File: src/rtl/clnp_pkg.sv
`default_nettype none
// ----------------------------------------------------------------------------
// clnp_pkg
// Shared types and constants of the circular list node pool: beat layouts,
// operation and status codes, sequencer states.
// ----------------------------------------------------------------------------
package clnp_pkg;

   localparam int POOL_NODES_DEF   = 64;
   localparam int PAYLOAD_BITS_DEF = 64;

   localparam int IDX_W = 6;
   localparam int CNT_W = 7;
   localparam int PAY_W = 64;

   localparam logic MODE_ADD    = 1'b0;
   localparam logic MODE_REMOVE = 1'b1;

   typedef enum logic [1:0] {
      STATUS_OK       = 2'd0,
      STATUS_FULL     = 2'd1,
      STATUS_INACTIVE = 2'd2
   } status_type;

   typedef enum logic [1:0] {
      ST_IDLE,
      ST_EXEC,
      ST_LINK
   } state_type;

   typedef struct packed {
      logic             mode;
      logic [IDX_W-1:0] node_index;
      logic [PAY_W-1:0] payload;
   } req_type;

   typedef struct packed {
      status_type       status;
      logic [IDX_W-1:0] node_used;
      logic [IDX_W-1:0] head_node;
      logic [IDX_W-1:0] tail_node;
      logic             list_empty;
      logic [CNT_W-1:0] active_total;
      logic [CNT_W-1:0] recycled_total;
   } rsp_type;

endpackage
`default_nettype wire

File: src/rtl/clnp_ram.sv
`default_nettype none
// ----------------------------------------------------------------------------
// clnp_ram
// Single-port-write, single-port-read synchronous RAM, registered read data.
// ----------------------------------------------------------------------------
module clnp_ram #(
   parameter int DEPTH = 64,
   parameter int WIDTH = 8,
   localparam int ABITS = $clog2(DEPTH)
) (
   input  wire logic             clock,
   input  wire logic             wr_en,
   input  wire logic [ABITS-1:0] wr_addr,
   input  wire logic [WIDTH-1:0] wr_data,
   input  wire logic [ABITS-1:0] rd_addr,
   output logic      [WIDTH-1:0] rd_data
);

   logic [WIDTH-1:0] mem_ff [DEPTH];
   logic [WIDTH-1:0] rd_data_ff;

   always_ff @(posedge clock) begin
      if (wr_en) begin
         mem_ff[wr_addr] <= wr_data;
      end
   end

   always_ff @(posedge clock) begin
      rd_data_ff <= mem_ff[rd_addr];
   end

   assign rd_data = rd_data_ff;

endmodule
`default_nettype wire

File: src/rtl/circular_list_node_pool.sv
`default_nettype none
// ----------------------------------------------------------------------------
// circular_list_node_pool
// Node pool with a circular doubly linked active list and a LIFO free stack.
//
// Command beats enter on req_data when start is high and busy is low. An add
// takes the top recycled node or the lowest never-used node and links it in
// as the new head; a remove unlinks an active node and pushes it on the
// recycled stack. Each command returns one result beat on rsp_data, marked
// by rsp_strobe for a single cycle; the receiver cannot stall it.
// Next links (with an active bit), prev links and payloads sit in three
// synchronous RAMs. A command reads its node in the accept cycle, writes the
// node in the execute cycle and, when neighbors need relinking, writes them
// in the link state that follows. An add to an empty list, a remove of the
// only node, a full add and a bad remove go back to idle after execute; other
// commands pass through the link state too, as each link RAM has a single
// write port. rsp_strobe is high in the cycle after the execute cycle and
// may coincide with the next accept.
// Reset clears the list and stack state at once; RAMs are not swept, since
// an active bit counts only for nodes below the never-used mark.
// POOL_NODES ranges from 2 to 64, the reach of the node index field.
// ----------------------------------------------------------------------------
module circular_list_node_pool
   import clnp_pkg::*;
#(
   parameter int POOL_NODES   = POOL_NODES_DEF,
   parameter int PAYLOAD_BITS = PAYLOAD_BITS_DEF
) (
   input  wire logic    clock,
   input  wire logic    reset,
   input  wire logic    start,
   output logic         busy,
   input  wire req_type req_data,
   output logic         rsp_strobe,
   output rsp_type      rsp_data
);

   localparam int IDX_BITS = $clog2(POOL_NODES);
   localparam int NXT_BITS = IDX_BITS + 1;
   localparam logic [CNT_W-1:0] POOL_CNT = CNT_W'(POOL_NODES);
   localparam logic [CNT_W-1:0] ONE_CNT  = CNT_W'(1);

   state_type state_ff, state_in;
   req_type   req_ff;

   logic [IDX_BITS-1:0] head_ff, head_in;
   logic [IDX_BITS-1:0] tail_ff, tail_in;
   logic [IDX_BITS-1:0] rtop_ff, rtop_in;
   logic [CNT_W-1:0]    fresh_ff, fresh_in;
   logic [CNT_W-1:0]    act_cnt_ff, act_cnt_in;
   logic [CNT_W-1:0]    rec_cnt_ff, rec_cnt_in;

   logic [IDX_BITS-1:0] w2_next_addr_ff, w2_next_addr_in;
   logic [NXT_BITS-1:0] w2_next_data_ff, w2_next_data_in;
   logic                w2_prev_en_ff, w2_prev_en_in;
   logic [IDX_BITS-1:0] w2_prev_addr_ff, w2_prev_addr_in;
   logic [IDX_BITS-1:0] w2_prev_data_ff, w2_prev_data_in;

   rsp_type rsp_ff, rsp_in;
   logic    rsp_strobe_ff;

   logic [NXT_BITS-1:0] next_rd;
   logic [IDX_BITS-1:0] prev_rd;

   logic                ex_next_en, ex_prev_en, ex_pay_en, link_needed;
   logic [IDX_BITS-1:0] ex_next_addr, ex_prev_addr, ex_pay_addr;
   logic [NXT_BITS-1:0] ex_next_data;
   logic [IDX_BITS-1:0] ex_prev_data;
   logic [PAYLOAD_BITS-1:0] ex_pay_data;

   logic                next_wr_en, prev_wr_en;
   logic [IDX_BITS-1:0] next_wr_addr, prev_wr_addr;
   logic [NXT_BITS-1:0] next_wr_data;
   logic [IDX_BITS-1:0] prev_wr_data;
   logic [IDX_BITS-1:0] next_rd_addr, prev_rd_addr;

   logic accept;

   assign accept = start && !busy;

   // sequencer: next state
   always_comb begin
      state_in = state_ff;
      unique case (state_ff)
         ST_IDLE: if (accept) state_in = ST_EXEC;
         ST_EXEC: state_in = link_needed ? ST_LINK : ST_IDLE;
         ST_LINK: state_in = ST_IDLE;
         default: state_in = ST_IDLE;
      endcase
   end

   // sequencer: outputs and RAM port steering
   always_comb begin
      busy         = 1'b1;
      next_wr_en   = 1'b0;
      next_wr_addr = ex_next_addr;
      next_wr_data = ex_next_data;
      prev_wr_en   = 1'b0;
      prev_wr_addr = ex_prev_addr;
      prev_wr_data = ex_prev_data;
      unique case (state_ff)
         ST_IDLE: busy = 1'b0;
         ST_EXEC: begin
            next_wr_en = ex_next_en;
            prev_wr_en = ex_prev_en;
         end
         ST_LINK: begin
            next_wr_en   = 1'b1;
            next_wr_addr = w2_next_addr_ff;
            next_wr_data = w2_next_data_ff;
            prev_wr_en   = w2_prev_en_ff;
            prev_wr_addr = w2_prev_addr_ff;
            prev_wr_data = w2_prev_data_ff;
         end
         default: busy = 1'b1;
      endcase
   end

   assign next_rd_addr = (req_data.mode == MODE_ADD) ? rtop_ff
                                                     : req_data.node_index[IDX_BITS-1:0];
   assign prev_rd_addr = req_data.node_index[IDX_BITS-1:0];

   // execute: work out the list update from the node just read
   always_comb begin
      logic                have_rec, have_fresh, was_empty, multi, is_active, now_empty;
      logic [IDX_BITS-1:0] take_node, idx, nx, pv;
      logic [CNT_W-1:0]    idx_cnt;

      have_rec   = (rec_cnt_ff != '0);
      have_fresh = (fresh_ff < POOL_CNT);
      was_empty  = (act_cnt_ff == '0);
      multi      = (act_cnt_ff > ONE_CNT);
      take_node  = have_rec ? rtop_ff : fresh_ff[IDX_BITS-1:0];
      idx        = req_ff.node_index[IDX_BITS-1:0];
      idx_cnt    = {1'b0, req_ff.node_index};
      nx         = next_rd[IDX_BITS-1:0];
      pv         = prev_rd;
      is_active  = (idx_cnt < POOL_CNT) && (idx_cnt < fresh_ff) && next_rd[IDX_BITS];

      head_in    = head_ff;
      tail_in    = tail_ff;
      rtop_in    = rtop_ff;
      fresh_in   = fresh_ff;
      act_cnt_in = act_cnt_ff;
      rec_cnt_in = rec_cnt_ff;

      ex_next_en   = 1'b0;
      ex_next_addr = take_node;
      ex_next_data = {1'b1, was_empty ? take_node : head_ff};
      ex_prev_en   = 1'b0;
      ex_prev_addr = take_node;
      ex_prev_data = was_empty ? take_node : tail_ff;
      ex_pay_en    = 1'b0;
      ex_pay_addr  = take_node;
      ex_pay_data  = req_ff.payload[PAYLOAD_BITS-1:0];
      link_needed  = 1'b0;

      w2_next_addr_in = tail_ff;
      w2_next_data_in = {1'b1, take_node};
      w2_prev_en_in   = 1'b1;
      w2_prev_addr_in = head_ff;
      w2_prev_data_in = take_node;

      rsp_in.status    = STATUS_OK;
      rsp_in.node_used = IDX_W'(take_node);

      if (req_ff.mode == MODE_ADD) begin
         if (have_rec || have_fresh) begin
            ex_next_en  = 1'b1;
            ex_prev_en  = 1'b1;
            ex_pay_en   = 1'b1;
            link_needed = !was_empty;
            head_in     = take_node;
            tail_in     = was_empty ? take_node : tail_ff;
            act_cnt_in  = act_cnt_ff + ONE_CNT;
            if (have_rec) begin
               rtop_in    = nx;
               rec_cnt_in = rec_cnt_ff - ONE_CNT;
            end else begin
               fresh_in = fresh_ff + ONE_CNT;
            end
         end else begin
            rsp_in.status    = STATUS_FULL;
            rsp_in.node_used = '0;
         end
      end else begin
         rsp_in.node_used = req_ff.node_index;
         ex_next_addr     = idx;
         ex_next_data     = {1'b0, rtop_ff};
         ex_prev_addr     = nx;
         ex_prev_data     = pv;
         ex_pay_addr      = idx;
         ex_pay_data      = '0;
         w2_next_addr_in  = pv;
         w2_next_data_in  = {1'b1, nx};
         w2_prev_en_in    = 1'b0;
         if (is_active) begin
            ex_next_en  = 1'b1;
            ex_prev_en  = multi;
            ex_pay_en   = 1'b1;
            link_needed = multi;
            if (multi && (head_ff == idx)) head_in = nx;
            if (multi && (tail_ff == idx)) tail_in = pv;
            act_cnt_in = act_cnt_ff - ONE_CNT;
            rtop_in    = idx;
            rec_cnt_in = rec_cnt_ff + ONE_CNT;
         end else begin
            rsp_in.status = STATUS_INACTIVE;
         end
      end

      now_empty             = (act_cnt_in == '0);
      rsp_in.head_node      = now_empty ? '0 : IDX_W'(head_in);
      rsp_in.tail_node      = now_empty ? '0 : IDX_W'(tail_in);
      rsp_in.list_empty     = now_empty;
      rsp_in.active_total   = act_cnt_in;
      rsp_in.recycled_total = rec_cnt_in;
   end

   always_ff @(posedge clock) begin
      if (reset) begin
         state_ff      <= ST_IDLE;
         head_ff       <= '0;
         tail_ff       <= '0;
         rtop_ff       <= '0;
         fresh_ff      <= '0;
         act_cnt_ff    <= '0;
         rec_cnt_ff    <= '0;
         rsp_strobe_ff <= 1'b0;
      end else begin
         state_ff      <= state_in;
         rsp_strobe_ff <= (state_ff == ST_EXEC);
         if (state_ff == ST_EXEC) begin
            head_ff    <= head_in;
            tail_ff    <= tail_in;
            rtop_ff    <= rtop_in;
            fresh_ff   <= fresh_in;
            act_cnt_ff <= act_cnt_in;
            rec_cnt_ff <= rec_cnt_in;
         end
      end
   end

   always_ff @(posedge clock) begin
      if (accept) begin
         req_ff <= req_data;
      end
      if (state_ff == ST_EXEC) begin
         rsp_ff          <= rsp_in;
         w2_next_addr_ff <= w2_next_addr_in;
         w2_next_data_ff <= w2_next_data_in;
         w2_prev_en_ff   <= w2_prev_en_in;
         w2_prev_addr_ff <= w2_prev_addr_in;
         w2_prev_data_ff <= w2_prev_data_in;
      end
   end

   assign rsp_strobe = rsp_strobe_ff;
   assign rsp_data   = rsp_ff;

   clnp_ram #(.DEPTH(POOL_NODES), .WIDTH(NXT_BITS)) u_next_ram (
      .clock   (clock),
      .wr_en   (next_wr_en),
      .wr_addr (next_wr_addr),
      .wr_data (next_wr_data),
      .rd_addr (next_rd_addr),
      .rd_data (next_rd)
   );

   clnp_ram #(.DEPTH(POOL_NODES), .WIDTH(IDX_BITS)) u_prev_ram (
      .clock   (clock),
      .wr_en   (prev_wr_en),
      .wr_addr (prev_wr_addr),
      .wr_data (prev_wr_data),
      .rd_addr (prev_rd_addr),
      .rd_data (prev_rd)
   );

   clnp_ram #(.DEPTH(POOL_NODES), .WIDTH(PAYLOAD_BITS)) u_payload_ram (
      .clock   (clock),
      .wr_en   (ex_pay_en && (state_ff == ST_EXEC)),
      .wr_addr (ex_pay_addr),
      .wr_data (ex_pay_data),
      .rd_addr (ex_pay_addr),
      .rd_data ()
   );

   a_node_accounting: assert property (@(posedge clock) disable iff (reset)
      (act_cnt_ff + rec_cnt_ff) == fresh_ff)
      else $error("active plus recycled count differs from nodes handed out");

   a_strobe_after_exec: assert property (@(posedge clock) disable iff (reset)
      rsp_strobe_ff |-> $past(state_ff == ST_EXEC))
      else $error("result beat without an execute cycle");

   a_accept_to_exec: assert property (@(posedge clock) disable iff (reset)
      accept |=> (state_ff == ST_EXEC))
      else $error("accepted command did not reach execute");

   a_link_after_exec: assert property (@(posedge clock) disable iff (reset)
      (state_ff == ST_LINK) |-> $past(state_ff == ST_EXEC))
      else $error("relink cycle not preceded by execute");

   a_empty_flag: assert property (@(posedge clock) disable iff (reset)
      rsp_strobe_ff |-> (rsp_ff.list_empty == (rsp_ff.active_total == '0)))
      else $error("empty flag disagrees with active count");

endmodule
`default_nettype wire

File: config.mk
export PLATFORM = sky130hd
export DESIGN_NAME = circular_list_node_pool
export DESIGN_NICKNAME = d
export VERILOG_FILES = /design/src/rtl/clnp_pkg.sv /design/src/rtl/clnp_ram.sv /design/src/rtl/circular_list_node_pool.sv
export SDC_FILE = /design/constraint.sdc
export NUM_CORES = 1
export LEC_CHECK = 0
export BUFFER_PORTS_ARGS = -buffer_cell sky130_fd_sc_hd__clkbuf_2
export CELL_PAD_IN_SITES_DETAIL_PLACEMENT = 0
export CELL_PAD_IN_SITES_GLOBAL_PLACEMENT = 2
export CORE_ASPECT_RATIO = 1.75
export CORE_MARGIN = 2
export CORE_UTILIZATION = 51
export CTS_BUF_LIST = sky130_fd_sc_hd__clkbuf_4 sky130_fd_sc_hd__clkbuf_8
export DETAILED_ROUTE_END_ITERATION = 16
export PLACE_DENSITY_LB_ADDON = 0.1
export SLEW_MARGIN = 0
export SYNTH_ARGS = -nofsm -noshare
export SYNTH_HDL_FRONTEND = slang
export SYNTH_SLANG_ARGS = --single-unit
File: constraint.sdc
create_clock -name clock -period 7.5 [get_ports clock]
set_input_delay 1.5 -clock clock [delete_from_list [all_inputs] [get_ports clock]]
set_output_delay 1.5 -clock clock [all_outputs]
set_load 0.02 [all_outputs]
==> metrics, run 1 <==
clock slew at reported path FFs=0.07 ns; routed vias=between 20,000 and 25,000; Synthesis Warnings=0; RSZ-0062 raised after global routing=false; layout cell share with drive strength beyond 1=about 18%; synthesized cell area=a little under 40,000 sq um; largest family of logic cells by synthesized area=simple AND/OR/NAND/NOR gates; # fillers=a little over 6,000; Area growth, synth to finish=10.3%; fin crit share=a little under two thirds; Leakage=approximately 14 nW; chip height=around 370 um; CTS Buf Count=approximately 140; adder-cell area share of the yosys netlist=0.444%; Synth Area in XOR/XNOR=0.644%; Critical Path RT=about 7.9 ns; routed len/inst=around 27 um; Finished Core Util=56.9%; HP Start=act_cnt_ff[4]$_SDFFE_PP0P_; async set-reset flop share out of synthesis=0%; clk buf depth=3; skew final=0.0329 ns; reg2reg start=rec_cnt_ff[0]$_SDFFE_PP0P_; Finished Layout Cells=a little under 4,000; Post-Syn Instances=about 2,700; Max Cap Viol=0; Die X=about 210 um; clock tree sinks=about 950; final hold vios=0; Setup Fix Bufs, Post-CTS=0; largest net degree at the start of global routing=between 200 and 250; HPWL after DPL=~66,000 um; Max H-tree Level=4; Fmax achieved=~0.21 GHz; CP Class=reg2reg; Multi-input gate area=roughly 11,000 sq um; sequential standard cell area=28,100 sq um; Slew HR=3.03%; compound-gate portion of the synthesized area=under 10%; Residual DRC=0; Final Slew Violations=0; GR Util All Layers=a little over a quarter; setup_tns=0 ns; first-pass GRT wire length=roughly 150,000 um; Mapped Avg Cell Area=about 15 sq um; core area=76,500 sq um; power per cell area=roughly 260 nW/um^2; CP max FO=10; register area share after synthesis=between 70% and 80%; initial core utilization=between 50% and 60%; number of synthesized flops with an enable pin=approximately 900; Initial DRC Count=~1,800; Gates resized, CTS repair=0; multiplexer share of the synthesized area=~8.9%; ANT nets after route=0; Slew @ Worst Pin=around 1.5 ns; Simple-Gate Fraction of Synth Area=11.4%; hold-fix buffers at CTS=0; CP Capture Type=flip-flop; I/O pin count=between 100 and 150; CTS tree=built; Worst EP arrival=5.18 ns; vias in the first global route=approximately 23,000; final wirelength=between 100,000 and 150,000 um; Max VDD drop=a little under 0.2 mV; FP Rows=134; final setup fails=0; Synth Flop Type=edfxtp_1; status=finished, final reports clean; Placer Congestion=around 0.87; Layout Nets=2,816; worst skew pair latency=0.82 ns; Port-buffer cells=46; via/cell ratio=between 5 and 6; critical path startpoint category=flip-flop; Synth Register Bits=~950; dpl cells=roughly 3,600; total global routing overflow=0; syn_nets=~2,800; Die Area=approximately 80,000 sq um; Critical Path Start=rec_cnt_ff[0]$_SDFFE_PP0P_; Distinct cells, synth=77; worst min path class=reg2reg; minimum clock period=4.76 ns; Pre-antenna DRT Iters=6; Root Buffer=clkbuf_8; initial antenna violation count=3
## area by class of cell
type | count | area share [%]
repair buffers | 83 | 1.22
flip-flops and latches | 954 | 64.6
well taps | 1020 | 2.93
inverters | 33 | 0.285
clock inverters | 60 | 1.01
clock buffers | 183 | 5.27
diodes | 2 | 0.0115
multi-input cells | 1519 | 24.7
## logic make-up (layout without fill, tap and decap cells)
family,Yosys count,after routing
flops,954,954
xor+xnor,29,29
simple gates,1015,1015
compound gates,289,289
other cells,0,2
buf+inv,193,359
fa+ha+maj,14,14
mux,172,172
## power by group
part,switching [W],internal [W],total [W]
Clock,0.00194,0.00220,0.00414
Sequential,0.0000770,0.00606,0.00613
Combinational,0.000833,0.000332,0.00117
## flip-flops by register name (all words and copies together) (netlist names), 2 cells and up
| register | cells |
|---|---|
| u_prev_ram.mem_ff | 384 |
| u_next_ram.rd_data | 7 |
| w2_prev_addr_ff | 6 |
| fresh_ff | 7 |
| rtop_ff | 6 |
| act_cnt_ff | 7 |
| w2_next_data_ff | 6 |
| state_ff | 2 |
| w2_next_addr_ff | 6 |
| rec_cnt_ff | 7 |
| u_next_ram.mem_ff | 448 |
| req_ff | 7 |
| rsp_data | 35 |
| u_prev_ram.rd_data | 6 |
| tail_ff | 6 |
| head_ff | 6 |
| w2_prev_data_ff | 6 |
## path summary, 6_finish.rpt
path	cells after the start	endpoint	slack (ns)
setup / recovery	9	u_prev_ram.mem_ff[28][0]$_DFFE_PP_	2.74
setup reg to reg	9	u_prev_ram.mem_ff[28][0]$_DFFE_PP_	2.74
hold reg to reg	2	act_cnt_ff[4]$_SDFFE_PP0P_	0.53
hold / removal	2	act_cnt_ff[4]$_SDFFE_PP0P_	0.53
## critical path: stages, from the launching register on
cell and delay, ns:
dfxtp_1 0.51, inv_1 0.08, ha_1 0.22, or3b_1 0.48
nor2_1 0.24, a21boi_2 0.33, nand2_1 0.12, a22oi_1 0.65
nand3_1 0.64, nor3_1 1.09
## Yosys cell counts (29+ instances only)
cell	instances	share of area [%]
a311oi_1	29	0.64
mux4_2	140	8.0
nand3_1	185	2.3
and3_1	46	0.73
nor2_1	208	2.0
dfxtp_1	55	2.8
a21oi_1	59	0.75
buf_1	34	0.32
edfxtp_1	899	68
clkbuf_1	77	0.73
inv_1	30	0.29
a31oi_1	34	0.54
nand2_1	467	4.4
buf_2	45	0.57
## layout by cell type (no fill, tap or decap), drive strengths merged, types with 6 or more instances in the layout
cell type / synthesis / layout
a211oi: 23 / 23
a21oi: 59 / 59
a221o: 10 / 10
a22oi: 8 / 8
a311o: 14 / 14
a311oi: 29 / 29
a31oi: 34 / 34
and2: 20 / 20
and3: 46 / 46
buf: 83 / 39
bufinv: 0 / 6
clkbuf: 77 / 227
clkinv: 0 / 46
clkinvlp: 0 / 6
dfxtp: 55 / 55
edfxtp: 899 / 899
ha: 14 / 14
inv: 33 / 35
mux2: 11 / 11
mux2i: 21 / 21
mux4: 140 / 140
nand2: 467 / 467
nand2b: 9 / 9
nand3: 186 / 186
nand4: 6 / 6
nor2: 209 / 209
nor2b: 6 / 6
nor3: 26 / 26
nor3b: 6 / 6
o21a: 18 / 18
o21ai: 34 / 34
o22ai: 13 / 13
or3: 13 / 13
or4: 7 / 7
xnor2: 18 / 18
xor2: 11 / 11
## metal layers
metal	up-vias	track usage, %	routed length [um]
met5	-	0	11
met4	2	12.8	5110
met1	11700	29.4	37000
li1	10300	-	-
met2	734	48.0	55700
met3	204	4.44	4640
## per-stage QoR
stage	power (W)	instance area [sq um]	hold slack, ns	worst slack, ns
floorplan	0.00696	39400	0.471	2.40
CTS	0.0116	43500	0.525	2.74
global placement	0.00739	40700	0.508	2.43
detailed placement	0.00742	40700	0.516	2.41
finish	0.0114	43500	0.526	2.74
global route	0.0118	43500	0.554	2.58
Power figures use the tool's default switching activity.
==> run 2: changes to the inputs <==
--- a/config.mk
+++ b/config.mk
@@ -10,7 +10,7 @@
 export CELL_PAD_IN_SITES_GLOBAL_PLACEMENT = 2
 export CORE_ASPECT_RATIO = 1.75
 export CORE_MARGIN = 2
-export CORE_UTILIZATION = 51
+export CORE_UTILIZATION = 48
 export CTS_BUF_LIST = sky130_fd_sc_hd__clkbuf_4 sky130_fd_sc_hd__clkbuf_8
 export DETAILED_ROUTE_END_ITERATION = 16
 export PLACE_DENSITY_LB_ADDON = 0.1
==> constraint.sdc (replaced) <==
create_clock -name clock -period 4.8 [get_ports clock]
set_input_delay 0.96 -clock clock [delete_from_list [all_inputs] [get_ports clock]]
set_output_delay 0.96 -clock clock [all_outputs]
set_load 0.02 [all_outputs]
==> metrics, run 2 (synthesis gave the netlist of run 1 again) <==
status=finished, final reports clean; Worst EP arrival=4.72 ns; worst min path class=in2reg; Root Buffer=clkbuf_8; Gates resized, CTS repair=0; HPWL after DPL=69,500 um; Overall Power=between 0.015 and 0.02 W; fin crit share=89.3%; Finished Core Util=54.2%; worst skew pair latency=0.81 ns; initial core utilization=between 40% and 50%; Critical Path RT=roughly 5.2 ns; Residual DRC=0; final hold vios=0; # fillers=6,747; Placer Congestion=0.845; CP Class=reg2reg; Initial DRC Count=about 1,500; clock tree sinks=around 950; Area growth, synth to finish=12.4%; CP Capture Type=flip-flop; most common cell after layout, fill and taps aside=edfxtp_1; Max Cap Viol=0; Port-buffer cells=46; most frequent cells in the layout=edfxtp_1, nand2_1, nor2_1; final instance area=approximately 44,000 sq um; max reg flops=448; chip height=~380 um; core area=around 80,000 sq um; Setup Fix Bufs, Post-CTS=0; FP Rows=approximately 140; layout cell share with drive strength beyond 1=between 20 and 25%; power per cell area=405 nW/um^2; routed len/inst=roughly 26 um; RSZ-0062 raised after global routing=false; clock slew at reported path FFs=0.07 ns; CTS tree=built; Die Area=about 85,000 sq um; Layout Nets=approximately 2,900; Max VDD drop=0.302 mV; minimum clock period=4.29 ns; final wirelength=about 100,000 um; Die X=221 um; setup_tns=0 ns; ANT nets after route=0; largest net degree at the start of global routing=98; Fmax achieved=0.233 GHz; Pre-antenna DRT Iters=5; routed vias=roughly 23,000; via/cell ratio=5.80; CTS Buf Count=139; I/O pin count=around 110; clk buf depth=3; Final Slew Violations=0; Area after DPL=a little over 40,000 sq um; first-pass GRT wire length=154,000 um; dpl cells=around 3,700; register with the most flip-flops=u_next_ram.mem_ff; total global routing overflow=0; Finished Layout Cells=about 4,000; critical path startpoint category=flip-flop; GR Util All Layers=between 20% and 30%; Max H-tree Level=4; reg-to-reg slack, setup=slightly above 0.5 ns; CP max FO=10; skew final=between 0.03 and 0.04 ns; hold-fix buffers at CTS=0; vias in the first global route=approximately 24,000; final setup fails=0; initial antenna violation count=4; Leakage=15.0 nW; Slew HR=25.0%; Slew @ Worst Pin=between 1 and 1.5 ns
## run 2: cell count changes in the layout (fill, tap and decap cells not counted), sizes merged
cell / before / now
inv: 35 / 36
clkbuf: 227 / 232
buf: 39 / 128
bufinv: 6 / 4
clkinvlp: 6 / 4
clkinv: 46 / 48
## run 2: routing by layer
| metal | routed length [um] | share of wire (%) | GRT usage, % | up-vias |
|---|---|---|---|---|
| met5 | 8 | 0.0077 | 0 | - |
| met3 | 4190 | 4.0 | 4.53 | 195 |
| met4 | 4600 | 4.4 | 10.9 | 2 |
| li1 | - | - | - | 10500 |
| met2 | 57800 | 55 | 46.8 | 617 |
| met1 | 37800 | 36 | 28.0 | 11800 |
## run 2: worst max-delay path, stage by stage (launching register included)
cell and delay, ns:
dfxtp_1 0.49, inv_1 0.08, ha_1 0.22, or3b_1 0.48, nor2_1 0.23, a21boi_2 0.34, nand2_1 0.12, a22oi_1 0.67
nand3_1 0.62, nor2_1 0.67
## run 2: power breakdown
| part | switching (W) | total, W | internal, W |
|---|---|---|---|
| logic | 0.00133 | 0.00191 | 0.000574 |
| registers | 0.000117 | 0.00958 | 0.00946 |
| clock network | 0.00305 | 0.00646 | 0.00341 |
## run 2: per-stage QoR
| stage | hold WS [ns] | setup slack [ns] |
|---|---|---|
| finish | 0.388 | 0.513 |
| detailed placement | 0.509 | 0.622 |
| CTS | 0.277 | 0.576 |
| floorplan | 0.471 | 0.603 |
| global route | 0.340 | 0.356 |
| global placement | 0.503 | 0.689 |
## run 2: cell type report
cell class | count | area, sq um | area share [%]
timing repair buffer | 172 | 1310 | 2.96
multi-input combinational | 1519 | 10700 | 24.2
inverter | 33 | 124 | 0.279
clock buffer | 188 | 2360 | 5.33
sequential | 954 | 28100 | 63.4
clock inverter | 59 | 383 | 0.864
antenna | 2 | 5.00 | 0.0113
tap | 1057 | 1320 | 2.98
## run 2: final timing paths
| check | start | endpoint | cells after the start |
|---|---|---|---|
| max | rec_cnt_ff[0]$_SDFFE_PP0P_ | u_prev_ram.mem_ff[52][2]$_DFFE_PP_ | 9 |
| min | start | state_ff[1]$_SDFFE_PP0P_ | 2 |
| max reg2reg | rec_cnt_ff[0]$_SDFFE_PP0P_ | u_prev_ram.mem_ff[52][2]$_DFFE_PP_ | 9 |
| min reg2reg | fresh_ff[5]$_SDFFE_PP0P_ | fresh_ff[5]$_SDFFE_PP0P_ | 2 |
